`config.mk`:
```
export PLATFORM = sky130hd
export DESIGN_NAME = line_sensor_calibrate_classify_core
export DESIGN_NICKNAME = d
export VERILOG_FILES = /design/src/hw/rtl/lscc_pkg.sv /design/src/hw/rtl/line_sensor_calibrate_classify_core.sv /design/src/hw/rtl/lscc_front.sv /design/src/hw/rtl/lscc_queue.sv /design/src/hw/rtl/lscc_back.sv
export VERILOG_INCLUDE_DIRS = /design/src /design/src/hw/rtl
export SDC_FILE = /design/constraint.sdc
export NUM_CORES = 1
export LEC_CHECK = 0
export BUFFER_PORTS_ARGS = -buffer_cell sky130_fd_sc_hd__buf_4
export CAP_MARGIN = 20
export CORE_MARGIN = 1.5
export CORE_UTILIZATION = 49
export DETAILED_ROUTE_END_ITERATION = 16
export PLACE_DENSITY = 0.68
export SETUP_SLACK_MARGIN = 0.02
export SLEW_MARGIN = 40
export SYNTH_ARGS = -nofsm -noshare
export SYNTH_HDL_FRONTEND = slang
export SYNTH_SLANG_ARGS = --single-unit
```
`constraint.sdc`:
```
create_clock -name clk -period 11 [get_ports clk]
set_input_delay 2.75 -clock clk [delete_from_list [all_inputs] [get_ports clk]]
set_output_delay 2.75 -clock clk [all_outputs]
set_load 0.02 [all_outputs]
```
`src/hw/rtl/line_sensor_calibrate_classify_core_assert.svh`:
```
// Assertion macros used by the top RTL file of the line sensor core.
`ifndef LINE_SENSOR_CALIBRATE_CLASSIFY_CORE_ASSERT_SVH
`define LINE_SENSOR_CALIBRATE_CLASSIFY_CORE_ASSERT_SVH

// The consequent must hold in the same cycle as the antecedent.
`define LSCC_ASSERT_SAME(label, clk, rst, ante, cons) \
  label: assert property (@(posedge clk) disable iff (rst) (ante) |-> (cons)) \
    else $error("lscc assertion failed");

// The consequent must hold in the cycle after the antecedent.
`define LSCC_ASSERT_NEXT(label, clk, rst, ante, cons) \
  label: assert property (@(posedge clk) disable iff (rst) (ante) |=> (cons)) \
    else $error("lscc assertion failed");

`endif

```
`src/hw/rtl/lscc_pkg.sv`:
```
package lscc_pkg;

  localparam int MODE_W   = 2;
  localparam int CHAN_W   = 4;
  localparam int SAMPLE_W = 10;
  localparam int MARGIN_W = 10;

  localparam logic [SAMPLE_W-1:0] MARK_TOP    = 10'd1023;
  localparam logic [SAMPLE_W-1:0] MARK_BOTTOM = 10'd0;
  localparam logic [MARGIN_W-1:0] MARGIN_RESET = 10'd50;

  localparam logic [MODE_W-1:0] MODE_START    = 2'd0;
  localparam logic [MODE_W-1:0] MODE_CAL      = 2'd1;
  localparam logic [MODE_W-1:0] MODE_CLASSIFY = 2'd2;
  localparam logic [MODE_W-1:0] MODE_UNUSED   = 2'd3;

  localparam logic REG_MARGIN   = 1'b0;
  localparam logic REG_POLARITY = 1'b1;

  localparam int QUEUE_DEPTH = 4;
  localparam int QPTR_W      = 2;
  localparam int QCNT_W      = 3;

  typedef enum logic [1:0] {
    OP_START,
    OP_CAL,
    OP_CLASSIFY,
    OP_IGNORE
  } op_t;

  typedef struct packed {
    op_t                 op;
    logic                chan_ok;
    logic [CHAN_W-1:0]   channel;
    logic [SAMPLE_W-1:0] sample;
  } cmd_t;

  typedef struct packed {
    logic full;
    logic empty;
  } queue_status_t;

  typedef struct packed {
    logic [MARGIN_W-1:0] margin;
    logic                polarity;
  } cfg_t;

  typedef struct packed {
    logic                held;
    logic [SAMPLE_W-1:0] high;
    logic [SAMPLE_W-1:0] low;
  } entry_t;

endpackage

```
`src/hw/rtl/line_sensor_calibrate_classify_core.sv`:
```
// Line sensor calibrate and classify core.
// Input channel: in_valid / in_stall carry one beat of mode, channel and
// sample. Mode start resets every channel's marks, calibration tracks the
// channel's minimum and maximum, classify after a start updates its held dark bit.
// Output channel: out_valid / out_stall carry one result beat per input
// beat, in order: classified, dark, all_separated, calibrated and the
// channel's low and high marks after that beat.
// Configuration: cfg_write with cfg_index selects margin (index 0) or
// polarity (index 1); write only while no beat is in flight.
// One beat is taken per cycle while out_stall stays low: the per-channel
// store is read in the cycle a beat leaves the queue and written back as
// that beat leaves the execute stage, with forwarding.
// When out_stall holds, the execute stage waits and the four-entry queue
// and front register fill; in_stall rises once both are occupied.
// A synchronous rst empties the pipeline and returns every channel to its
// reset marks through per-channel valid bits, with no clearing pass.
module line_sensor_calibrate_classify_core import lscc_pkg::*; #(
  parameter int CHANNELS = 16
) (
  input  logic                clk,
  input  logic                rst,
  input  logic                in_valid,
  output logic                in_stall,
  input  logic [MODE_W-1:0]   mode,
  input  logic [CHAN_W-1:0]   channel,
  input  logic [SAMPLE_W-1:0] sample,
  output logic                out_valid,
  input  logic                out_stall,
  output logic                classified,
  output logic                dark,
  output logic                all_separated,
  output logic                calibrated,
  output logic [SAMPLE_W-1:0] low_mark,
  output logic [SAMPLE_W-1:0] high_mark,
  input  logic                cfg_write,
  input  logic                cfg_index,
  input  logic [MARGIN_W-1:0] cfg_data
);

  cfg_t          cfg;
  queue_status_t q_status;
  logic          push;
  cmd_t          push_cmd;
  logic          pop;
  cmd_t          head;

  always_ff @(posedge clk) begin
    if (rst) begin
      cfg.margin   <= MARGIN_RESET;
      cfg.polarity <= 1'b0;
    end else if (cfg_write) begin
      unique case (cfg_index)
        REG_MARGIN:   cfg.margin   <= cfg_data;
        REG_POLARITY: cfg.polarity <= cfg_data[0];
      endcase
    end
  end

  lscc_front #(.CHANNELS(CHANNELS)) u_front (
    .clk      (clk),
    .rst      (rst),
    .in_valid (in_valid),
    .in_stall (in_stall),
    .mode     (mode),
    .channel  (channel),
    .sample   (sample),
    .q_status (q_status),
    .push     (push),
    .push_cmd (push_cmd)
  );

  lscc_queue u_queue (
    .clk      (clk),
    .rst      (rst),
    .push     (push),
    .push_cmd (push_cmd),
    .pop      (pop),
    .head     (head),
    .q_status (q_status)
  );

  lscc_back #(.CHANNELS(CHANNELS)) u_back (
    .clk           (clk),
    .rst           (rst),
    .cfg           (cfg),
    .head          (head),
    .q_status      (q_status),
    .pop           (pop),
    .out_valid     (out_valid),
    .out_stall     (out_stall),
    .classified    (classified),
    .dark          (dark),
    .all_separated (all_separated),
    .calibrated    (calibrated),
    .low_mark      (low_mark),
    .high_mark     (high_mark)
  );

`include "line_sensor_calibrate_classify_core_assert.svh"

  // A classify result is only ever produced after a start.
  `LSCC_ASSERT_SAME(a_classified_needs_cal, clk, rst, out_valid && classified, calibrated)
  // The input side only stalls while the queue has no room.
  `LSCC_ASSERT_SAME(a_stall_when_full, clk, rst, in_stall, q_status.full)
  // Nothing leaves an empty queue.
  `LSCC_ASSERT_SAME(a_no_pop_empty, clk, rst, pop, !q_status.empty)
  // Once a started result is delivered, later results stay calibrated.
  `LSCC_ASSERT_NEXT(a_cal_sticky, clk, rst, out_valid && !out_stall && calibrated,
                    !out_valid || calibrated)

endmodule

```
`src/hw/rtl/lscc_front.sv`:
```
module lscc_front import lscc_pkg::*; #(
  parameter int CHANNELS = 16
) (
  input  logic                clk,
  input  logic                rst,
  input  logic                in_valid,
  output logic                in_stall,
  input  logic [MODE_W-1:0]   mode,
  input  logic [CHAN_W-1:0]   channel,
  input  logic [SAMPLE_W-1:0] sample,
  input  queue_status_t       q_status,
  output logic                push,
  output cmd_t                push_cmd
);

  localparam int IDX_W = (CHANNELS > 1) ? $clog2(CHANNELS) : 1;
  localparam int CW    = (IDX_W > CHAN_W) ? IDX_W : CHAN_W;

  logic f_valid;
  cmd_t f_cmd;
  cmd_t dec_cmd;
  logic accept;

  assign in_stall = f_valid && q_status.full;
  assign push     = f_valid && !q_status.full;
  assign push_cmd = f_cmd;
  assign accept   = in_valid && !in_stall;

  always_comb begin
    dec_cmd.channel = channel;
    dec_cmd.sample  = sample;
    dec_cmd.chan_ok = (CW+1)'(channel) < (CW+1)'(CHANNELS);
    unique case (mode)
      MODE_START:    dec_cmd.op = OP_START;
      MODE_CAL:      dec_cmd.op = OP_CAL;
      MODE_CLASSIFY: dec_cmd.op = OP_CLASSIFY;
      MODE_UNUSED:   dec_cmd.op = OP_IGNORE;
    endcase
  end

  always_ff @(posedge clk) begin
    if (rst) begin
      f_valid <= 1'b0;
    end else if (accept) begin
      f_valid <= 1'b1;
    end else if (push) begin
      f_valid <= 1'b0;
    end
  end

  always_ff @(posedge clk) begin
    if (accept) begin
      f_cmd <= dec_cmd;
    end
  end

endmodule

```
`src/hw/rtl/lscc_queue.sv`:
```
module lscc_queue import lscc_pkg::*; (
  input  logic          clk,
  input  logic          rst,
  input  logic          push,
  input  cmd_t          push_cmd,
  input  logic          pop,
  output cmd_t          head,
  output queue_status_t q_status
);

  cmd_t              slots [QUEUE_DEPTH];
  logic [QPTR_W-1:0] wr_ptr;
  logic [QPTR_W-1:0] rd_ptr;
  logic [QCNT_W-1:0] count;

  assign head           = slots[rd_ptr];
  assign q_status.full  = (count == QCNT_W'(QUEUE_DEPTH));
  assign q_status.empty = (count == '0);

  always_ff @(posedge clk) begin
    if (rst) begin
      wr_ptr <= '0;
      rd_ptr <= '0;
      count  <= '0;
    end else begin
      if (push) begin
        wr_ptr <= wr_ptr + 1'b1;
      end
      if (pop) begin
        rd_ptr <= rd_ptr + 1'b1;
      end
      if (push && !pop) begin
        count <= count + 1'b1;
      end else if (pop && !push) begin
        count <= count - 1'b1;
      end
    end
  end

  always_ff @(posedge clk) begin
    if (push) begin
      slots[wr_ptr] <= push_cmd;
    end
  end

endmodule

```
`src/hw/rtl/lscc_back.sv`:
```
module lscc_back import lscc_pkg::*; #(
  parameter int CHANNELS = 16
) (
  input  logic                clk,
  input  logic                rst,
  input  cfg_t                cfg,
  input  cmd_t                head,
  input  queue_status_t       q_status,
  output logic                pop,
  output logic                out_valid,
  input  logic                out_stall,
  output logic                classified,
  output logic                dark,
  output logic                all_separated,
  output logic                calibrated,
  output logic [SAMPLE_W-1:0] low_mark,
  output logic [SAMPLE_W-1:0] high_mark
);

  localparam int IDX_W = (CHANNELS > 1) ? $clog2(CHANNELS) : 1;
  localparam int CW    = (IDX_W > CHAN_W) ? IDX_W : CHAN_W;
  localparam int CNT_W = $clog2(CHANNELS + 1);
  localparam int EXT_W = SAMPLE_W + 1;

  entry_t mem [CHANNELS];
  entry_t rd_data;
  entry_t fwd_data;
  logic   fwd_sel;

  logic                e1_valid;
  cmd_t                e1_cmd;
  logic                e1_fire;
  logic [IDX_W-1:0]    e1_idx;
  logic [IDX_W-1:0]    head_idx;
  logic [CW-1:0]       e1_wide;
  logic [CW-1:0]       head_wide;

  logic [CHANNELS-1:0] entry_valid;
  logic [CHANNELS-1:0] sep_bits;
  logic [CNT_W-1:0]    sep_count;
  logic [CNT_W-1:0]    sep_count_next;
  logic                calibrated_flag;

  entry_t              word;
  logic                ent_ok;
  logic [SAMPLE_W-1:0] cur_low;
  logic [SAMPLE_W-1:0] cur_high;
  logic                cur_held;
  logic [EXT_W-1:0]    m_ext;
  logic [EXT_W-1:0]    v_ext;
  logic [SAMPLE_W-1:0] new_low;
  logic [SAMPLE_W-1:0] new_high;
  logic [EXT_W-1:0]    black_top;
  logic [EXT_W-1:0]    white_bottom;
  logic                sep_new;
  logic [EXT_W-1:0]    blk_lo;
  logic [EXT_W-1:0]    blk_hi;
  logic [EXT_W-1:0]    wht_lo;
  logic [EXT_W-1:0]    wht_hi;
  logic                in_black;
  logic                in_white;
  logic                first_hit;
  logic                second_hit;
  logic                held_new;
  logic                wr_en;
  entry_t              wr_word;

  logic                res_classified;
  logic                res_dark;
  logic [SAMPLE_W-1:0] res_low;
  logic [SAMPLE_W-1:0] res_high;
  logic                res_calibrated;

  assign e1_fire   = e1_valid && (!out_valid || !out_stall);
  assign pop       = !q_status.empty && (!e1_valid || e1_fire);
  assign head_wide = CW'(head.channel);
  assign head_idx  = head_wide[IDX_W-1:0];
  assign e1_wide   = CW'(e1_cmd.channel);
  assign e1_idx    = e1_wide[IDX_W-1:0];

  // Entries not touched since the last start or reset read as the marks
  // that start or reset leave behind.
  always_comb begin
    word     = fwd_sel ? fwd_data : rd_data;
    ent_ok   = e1_cmd.chan_ok && entry_valid[e1_idx];
    cur_low  = ent_ok ? word.low  : (calibrated_flag ? MARK_TOP : MARK_BOTTOM);
    cur_high = ent_ok ? word.high : (calibrated_flag ? MARK_BOTTOM : MARK_TOP);
    cur_held = ent_ok ? word.held : 1'b0;
  end

  always_comb begin
    m_ext = EXT_W'(cfg.margin);
    v_ext = EXT_W'(e1_cmd.sample);

    new_low  = (e1_cmd.sample < cur_low)  ? e1_cmd.sample : cur_low;
    new_high = (e1_cmd.sample > cur_high) ? e1_cmd.sample : cur_high;
    black_top    = EXT_W'(new_low) + m_ext;
    white_bottom = (EXT_W'(new_high) >= m_ext) ? EXT_W'(new_high) - m_ext : '0;
    sep_new      = black_top < white_bottom;

    blk_lo = (EXT_W'(cur_low) >= m_ext) ? EXT_W'(cur_low) - m_ext : '0;
    blk_hi = EXT_W'(cur_low) + m_ext;
    wht_lo = (EXT_W'(cur_high) >= m_ext) ? EXT_W'(cur_high) - m_ext : '0;
    wht_hi = EXT_W'(cur_high) + m_ext;
    in_black   = (v_ext >= blk_lo) && (v_ext <= blk_hi);
    in_white   = (v_ext >= wht_lo) && (v_ext <= wht_hi);
    first_hit  = cfg.polarity ? in_white : in_black;
    second_hit = cfg.polarity ? in_black : in_white;
    held_new   = first_hit ? 1'b1 : (second_hit ? 1'b0 : cur_held);
  end

  always_comb begin
    wr_en          = 1'b0;
    wr_word.low    = cur_low;
    wr_word.high   = cur_high;
    wr_word.held   = cur_held;
    sep_count_next = sep_count;
    res_classified = 1'b0;
    res_dark       = cur_held;
    res_low        = cur_low;
    res_high       = cur_high;
    res_calibrated = calibrated_flag;
    unique case (e1_cmd.op)
      OP_START: begin
        sep_count_next = '0;
        res_dark       = 1'b0;
        res_low        = MARK_TOP;
        res_high       = MARK_BOTTOM;
        res_calibrated = 1'b1;
      end
      OP_CAL: begin
        if (e1_cmd.chan_ok) begin
          wr_en          = e1_fire;
          wr_word.low    = new_low;
          wr_word.high   = new_high;
          sep_count_next = sep_count + CNT_W'(sep_new) - CNT_W'(sep_bits[e1_idx]);
          res_low        = new_low;
          res_high       = new_high;
        end
      end
      OP_CLASSIFY: begin
        if (e1_cmd.chan_ok && calibrated_flag) begin
          wr_en          = e1_fire;
          wr_word.held   = held_new;
          res_classified = 1'b1;
          res_dark       = held_new;
        end
      end
      OP_IGNORE: begin
      end
    endcase
  end

  always_ff @(posedge clk) begin
    if (wr_en) begin
      mem[e1_idx] <= wr_word;
    end
    if (pop && head.chan_ok) begin
      rd_data <= mem[head_idx];
    end
  end

  // The beat leaving execute writes at the same edge the next one reads.
  always_ff @(posedge clk) begin
    if (rst) begin
      fwd_sel <= 1'b0;
    end else if (pop) begin
      fwd_sel <= wr_en && head.chan_ok && (head_idx == e1_idx);
    end
  end

  always_ff @(posedge clk) begin
    if (pop) begin
      fwd_data <= wr_word;
      e1_cmd   <= head;
    end
  end

  always_ff @(posedge clk) begin
    if (rst) begin
      e1_valid        <= 1'b0;
      entry_valid     <= '0;
      sep_bits        <= '0;
      sep_count       <= '0;
      calibrated_flag <= 1'b0;
      out_valid       <= 1'b0;
    end else begin
      if (pop) begin
        e1_valid <= 1'b1;
      end else if (e1_fire) begin
        e1_valid <= 1'b0;
      end
      if (e1_fire) begin
        out_valid <= 1'b1;
      end else if (!out_stall) begin
        out_valid <= 1'b0;
      end
      if (e1_fire) begin
        sep_count <= sep_count_next;
        if (e1_cmd.op == OP_START) begin
          entry_valid     <= '0;
          sep_bits        <= '0;
          calibrated_flag <= 1'b1;
        end else if (wr_en) begin
          entry_valid[e1_idx] <= 1'b1;
          if (e1_cmd.op == OP_CAL) begin
            sep_bits[e1_idx] <= sep_new;
          end
        end
      end
    end
  end

  always_ff @(posedge clk) begin
    if (e1_fire) begin
      classified    <= res_classified;
      dark          <= e1_cmd.chan_ok ? res_dark : 1'b0;
      low_mark      <= e1_cmd.chan_ok ? res_low  : '0;
      high_mark     <= e1_cmd.chan_ok ? res_high : '0;
      calibrated    <= res_calibrated;
      all_separated <= (sep_count_next == CNT_W'(CHANNELS));
    end
  end

endmodule

```
==> summary.txt, run 1 <==
Core area - 52700 um2
Syn Nets - 1927
# resized after CTS - 0
1st-iter DRT viols - 1383
Sink Count - 560
Final wirelength - 62200 um
CTS max path bufs - 3
Peak Freq - 107 MHz
Starting density of the core - 0.497
Reg2Reg Setup Slack - 1650 ps
Hold Path Depth - 2
Critical path's top delay family - compound AO/OA/AOI/OAI gates
Dominant synthesized flop cell - edfxtp_1
Die ar. - 54800 um2
# diodes - 0
Total CTS buffers - 56
FILL cells - 4019
Post-route minimum period - 9350 ps
Pin count of the biggest net entering global routing - 62
CP Depth - 38
Synth Warn # - 0
DIE HEIGHT - 234 um
Worst relative slew slack - 0.455
Routed length per placed instance - 24.4 um
Final Cell Area - 29300 um2
Worst clock skew - 47.7 ps
Die W - 234 um
Maximum VDD drop - 0.000166 V
DP Wirelength - 40400 um
Crit path buf inv count - 3
Routed vias/inst - 6.03
Root Buffer - clkbuf_16
# DRC - 0
Number of global-route vias before repair - 15.0k
Overflow left after global routing - 0
IO Port Bufs - 57
Final #Nets - 1996
Seq/Total Area, Yosys - 0.618
CP arrival - 9840 ps
Top cell by count, worst path - ha_1
Status - finished clean
Worst Path Required - 11490 ps
Max FO, Critical Path - 17
Clk Latency, worst-skew pair - 630 ps
Area growth from synthesis to layout - 12.0%
Post-synth ARST share - 0
Post-synthesis register bit count - 560
Layout cells sized above 1 - 0.199
Yosys cell types - 74
RSZ-0062 raised after global routing - false
Hold-fix buffers, CTS - 0
IO Pins - 58
Slowest stage delay, CP - 860 ps
RR Startpoint - u_back.e1_idx[0]
Gate Count Post-Synth - 1745
Final Hold Viols - 0
Rows - 84
Worst-Margin Slew - 810 ps
HP Start - u_back.entry_valid[12]
H-tree Lvls - 2
DR vias - 15.4k
P_leak - 10.4 nW
Critical path endpoint category - register
CP startpoint kind - register
Initial antenna violation count - 0
CTS tree - yes
Post-route setup TNS - 0 ps
Setup bufs post-CTS - 0
Area post-placement - 27600 um2
Reg clk slew, reported paths - 60 ps
Crit Path Category - register to register
GPL Wtd Cong - 0.904
Syn avg cell area - 15.0 um2
Max-slew violations - 0
Total GRT Usage - 0.231
Final setup violation count - 0
Global-route wire length before repair - 92600 um
R2R depth - 38
Hold WC Path Type - register to register
Post-synth EDFFs - 498
Post-Syn Area - 26200 um2
Cell Pwr Density - 276 nW/um2
1st-pass router iterations - 5
Number of max-cap violations - 0
Critical Path Start - u_back.e1_idx[0]
Crit-path slowest cell - edfxtp_1
Post-route ant nets - 0
Crit share post-route - 0.850
==> path summary, 6_finish.rpt <==
check / endpoint
worst max-delay path: u_back.all_separated
worst min-delay path: u_back.entry_valid[12]
worst max register to register: u_back.all_separated
worst min register to register: u_back.entry_valid[12]
==> Yosys cell counts, types with 27 or more instances <==
master      n  share of area
inv_1      71          0.010
ha_1      142          0.068
mux4_2    130           0.11
a21oi_1   114          0.022
edfxtp_1  498           0.57
clkbuf_1   53         0.0076
mux2i_1    28          0.011
nand2_1   106          0.015
dfxtp_1    62          0.047
xnor2_1    36          0.012
nor2_1     93          0.013
nand3_1    27         0.0052
o21ai_0    48         0.0092
==> flip-flops by register name, summed over array words and instances (netlist names), 11 cells and up, named ones only <==
signal,flops
u_back.e1_cmd,12
u_back.entry_valid,16
u_queue.slots,64
u_back.mem,336
u_back.rd_data,21
u_back.fwd_data,21
u_front.push_cmd,16
cfg,11
u_back.sep_bits,16
==> tightest hold or removal path: cells and delay by family (launching register included) <==
kind	cells	cell delay, ps
AOI/OAI and AO/OA	1	40
DFF	1	330
and+or+nand+nor	1	70
==> per-stage QoR <==
| step | setup WS [ps] | total power (W) | hold slack (ps) | instances | util |
|---|---|---|---|---|---|
| finish | 1650 | 0.00810 | 476 | 2546 | 0.557 |
| global route | 953 | 0.00857 | 500 | 2546 | 0.557 |
| CTS | 1690 | 0.00814 | 478 | 2546 | 0.557 |
| detailed placement | 1720 | 0.00629 | 460 | 2444 | 0.523 |
| global placement | 1820 | 0.00620 | 450 | 2443 | 0.522 |
| floorplan | 3210 | 0.00528 | 431 | 1745 | - |
==> layout make-up <==
type | count | area [um2] | area share
sequential | 560 | 16200 | 0.552
multi-input combinational | 1027 | 9510 | 0.324
clock buffer | 69 | 1450 | 0.0494
tap | 688 | 861 | 0.0293
timing repair buffer | 95 | 718 | 0.0245
clock inverter | 33 | 325 | 0.0111
inverter | 74 | 278 | 0.00947
==> layer usage <==
layer | share of wire | vias up | GRT usage
li1 | - | 6911 | -
met1 | 0.42 | 7810 | 0.317
met2 | 0.48 | 516 | 0.374
met3 | 0.064 | 116 | 0.0416
met4 | 0.031 | 0 | 0.0739
met5 | 0 | - | 0
==> power breakdown <==
group | switching, W | total [W] | leakage (nW) | internal [W]
Sequential | 0.000216 | 0.00307 | 5.08 | 0.00285
Clock | 0.000798 | 0.00185 | 0.856 | 0.00106
Combinational | 0.00191 | 0.00318 | 4.42 | 0.00127
==> cell families (layout without fill, tap and decap cells) <==
family          after synthesis  count (layout)  share of synthesized area
flops                       560             560                      0.618
simple gates                338             338                     0.0605
compound gates              319             319                     0.0776
mux                         170             170                      0.128
buf+inv                     158             271                     0.0250
fa+ha+maj                   150             150                     0.0740
xor+xnor                     50              50                     0.0167
==> cell usage in the layout (no fill, tap or decap), types with 36 or more instances in the layout <==
master	netlist	final
edfxtp_1	498	498
ha_1	142	141
mux4_2	130	127
a21oi_1	114	113
nand2_1	106	105
buf_4	3	92
nor2_1	93	91
inv_1	71	71
dfxtp_1	62	61
clkbuf_16	0	56
o21ai_0	48	41
xnor2_1	36	36
No activity file was read; power rests on OpenSTA's default activity.
==> run 2, diff against run 1 <==
- SYNTH_HIERARCHICAL: unset -> 1
==> run 2 against run 1 <==
Sequential share of layout area decreased by 1.5 points; die area rose by 2.9%; routed wire length is 5.1% higher; clock power grew 8%; worst hold slack about the same; largest power group unchanged; synthesized cell count rose by 4.0%; register-to-register slack worse by 920 ps; non-clock buffer count increased by 26; total power up 22%; global-route usage is 0.31 points higher.
==> summary.txt, run 2 <==
Status - finished clean
Pin count of the biggest net entering global routing - 58
Final Hold Viols - 0
RSZ-0062 raised after global routing - false
1st-iter DRT viols - 1376
Setup bufs post-CTS - 0
Top reg by flops - u_back/mem
GPL Wtd Cong - 0.913
Setup crit end - u_back/all_separated
Worst clock skew - 22.9 ps
Routed length per placed instance - 24.6 um
Cell Pwr Density - 325 nW/um2
Ranking of synthesized cells by area - edfxtp_1, mux4_2, ha_1
H-tree Lvls - 2
Final #Nets - 2091
Top cell by count, worst path - a21o_1
RR Startpoint - u_back/e1_idx[3]
Critical Path Start - u_back/e1_idx[3]
Crit Path Category - register to register
Number of global-route vias before repair - 16.0k
DR vias - 15.9k
Post-synth EDFFs - 503
Global-route wire length before repair - 97700 um
Sequential share of power - 0.313
Post-route minimum period - 10270 ps
Commonest non-fill, non-tap cells in the layout - edfxtp_1, ha_1, mux4_2
Worst Path Required - 11350 ps
CP startpoint kind - register
Multi-input logic area - 10000 um2
Initial antenna violation count - 0
FILL cells - 4153
# diodes - 0
Die W - 238 um
Reg2Reg Setup Slack - 730 ps
Post-Syn Area - 26900 um2
Post-route ant nets - 0
Maximum VDD drop - 0.000210 V
Starting density of the core - 0.498
Commonest non-fill, non-tap cell in the layout - edfxtp_1
1st-pass router iterations - 6
Crit-path slowest cell - edfxtp_1
Total GRT Usage - 0.234
Critical path endpoint category - register
Seq/Total Area, Yosys - 0.607
Register area - 16300 um2
Psw - 0.00378 W
Syn Nets - 1997
Peak Freq - 97.3 MHz
Synth Warn # - 6
Overflow left after global routing - 0
DIE HEIGHT - 238 um
Routed vias/inst - 6.00
Post-synth top area share - 0.561
Worst-Margin Slew - 856 ps
CTS max path bufs - 3
Hold WC Path Type - register to register
IO Port Bufs - 57
Sink Count - 565
Worst R2R End - u_back/all_separated
Post-synth top cells - edfxtp_1, ha_1, mux4_2, nor2_1, nand2_1
Final wirelength - 65400 um
Max FO, Critical Path - 21
Slowest stage delay, CP - 830 ps
Post-synth top area cell - edfxtp_1
Core area - 54100 um2
Clk Latency, worst-skew pair - 620 ps
Int Pwr - 0.00611 W
Count leader, synth - edfxtp_1
Post-route setup TNS - 0 ps
Hold-fix buffers, CTS - 0
Clock Power Share - 0.201
Root Buffer - clkbuf_16
R2R depth - 42
Yosys cell types - 72
DP Wirelength - 42500 um
Crit share post-route - 0.934
CTS tree - yes
Final setup violation count - 0
Max-slew violations - 0
Number of max-cap violations - 0
Total CTS buffers - 58
Reg clk slew, reported paths - 60 ps
Hold Slack - 476 ps
Max reg flops - 336
Area growth from synthesis to layout - 12.9%
Largest registers - u_back/mem (336), u_queue/slots (68)
Rows - 85
P_leak - 10.8 nW
IO Pins - 58
# DRC - 0
CP arrival - 10620 ps
Comb power frac - 0.486
# resized after CTS - 0
Gate Count Post-Synth - 1814
Dominant synthesized flop cell - edfxtp_1
Layout cells sized above 1 - 0.209
Post-synthesis register bit count - 565
Worst relative slew slack - 0.415
Post-synth ARST share - 0
Syn avg cell area - 14.9 um2
Sw Share - 0.382
Die ar. - 56400 um2
## run 2: cells by family (layout without fill, tap and decap cells)
| logic type | Yosys count | after routing | share of synthesized area |
|---|---|---|---|
| compound gates | 293 | 293 | 0.0698 |
| xor+xnor | 52 | 52 | 0.0169 |
| fa+ha+maj | 151 | 151 | 0.0723 |
| buf+inv | 164 | 306 | 0.0252 |
| flops | 565 | 565 | 0.607 |
| mux | 200 | 200 | 0.137 |
| other cells | 1 | 1 | 0.000139 |
| simple gates | 388 | 388 | 0.0718 |
## run 2: layout make-up
cell class	count	area share
clock inverters	36	0.0140
multi-input cells	1085	0.330
clock buffers	72	0.0501
flip-flops and latches	565	0.537
repair buffers	121	0.0302
inverters	77	0.00950
well taps	696	0.0286
## run 2: how the worst min path moves through the flow
stage,cells past startpoint,slack (ps),end,start
after floorplan,2,430,u_back/entry_valid[2],u_back/entry_valid[2]
final,2,480,u_back/entry_valid[2],u_back/entry_valid[2]
after global routing,2,490,u_back/entry_valid[2],u_back/entry_valid[2]
after global placement,2,440,u_back/entry_valid[2],u_back/entry_valid[2]
after CTS,2,470,u_back/entry_valid[2],u_back/entry_valid[2]
after detailed placement,2,460,u_back/entry_valid[2],u_back/entry_valid[2]
## run 2: metrics by stage
step	total power, W	cell area, um2	util	worst slack [ps]	std cells
after floorplan	0.00648	26900	-	2040	1814
after global placement	0.00777	28400	0.524	1100	2541
after detailed placement	0.00791	28500	0.526	898	2544
after CTS	0.00992	30400	0.562	868	2652
after global routing	0.0105	30400	0.562	54.1	2652
final	0.00990	30400	0.562	725	2652
## run 2: worst max-delay path: cells and delay by family, from the launching register on
family | cells | cell delay (ps)
compound gates | 21 | 4570
fa+ha+maj | 6 | 1750
mux | 3 | 1390
simple gates | 7 | 1010
flops | 1 | 830
buf+inv | 4 | 340
xor+xnor | 1 | 130
## run 2: power by group through the flow
stage,logic (W),clock network (W),registers [W]
final,0.00481,0.00199,0.00310
after global placement,0.00464,0,0.00314
after CTS,0.00479,0.00202,0.00310
after floorplan,0.00330,0,0.00317
after global routing,0.00531,0.00210,0.00312
after detailed placement,0.00477,0,0.00314
## run 2: layer usage
layer / vias to the layer above / global-route usage / wire length, um
li1: 7196 / - / -
met1: 8102 / 0.303 / 26600
met2: 477 / 0.392 / 32100
met3: 146 / 0.0460 / 4140
met4: 0 / 0.0872 / 2470
met5: - / 0 / 0
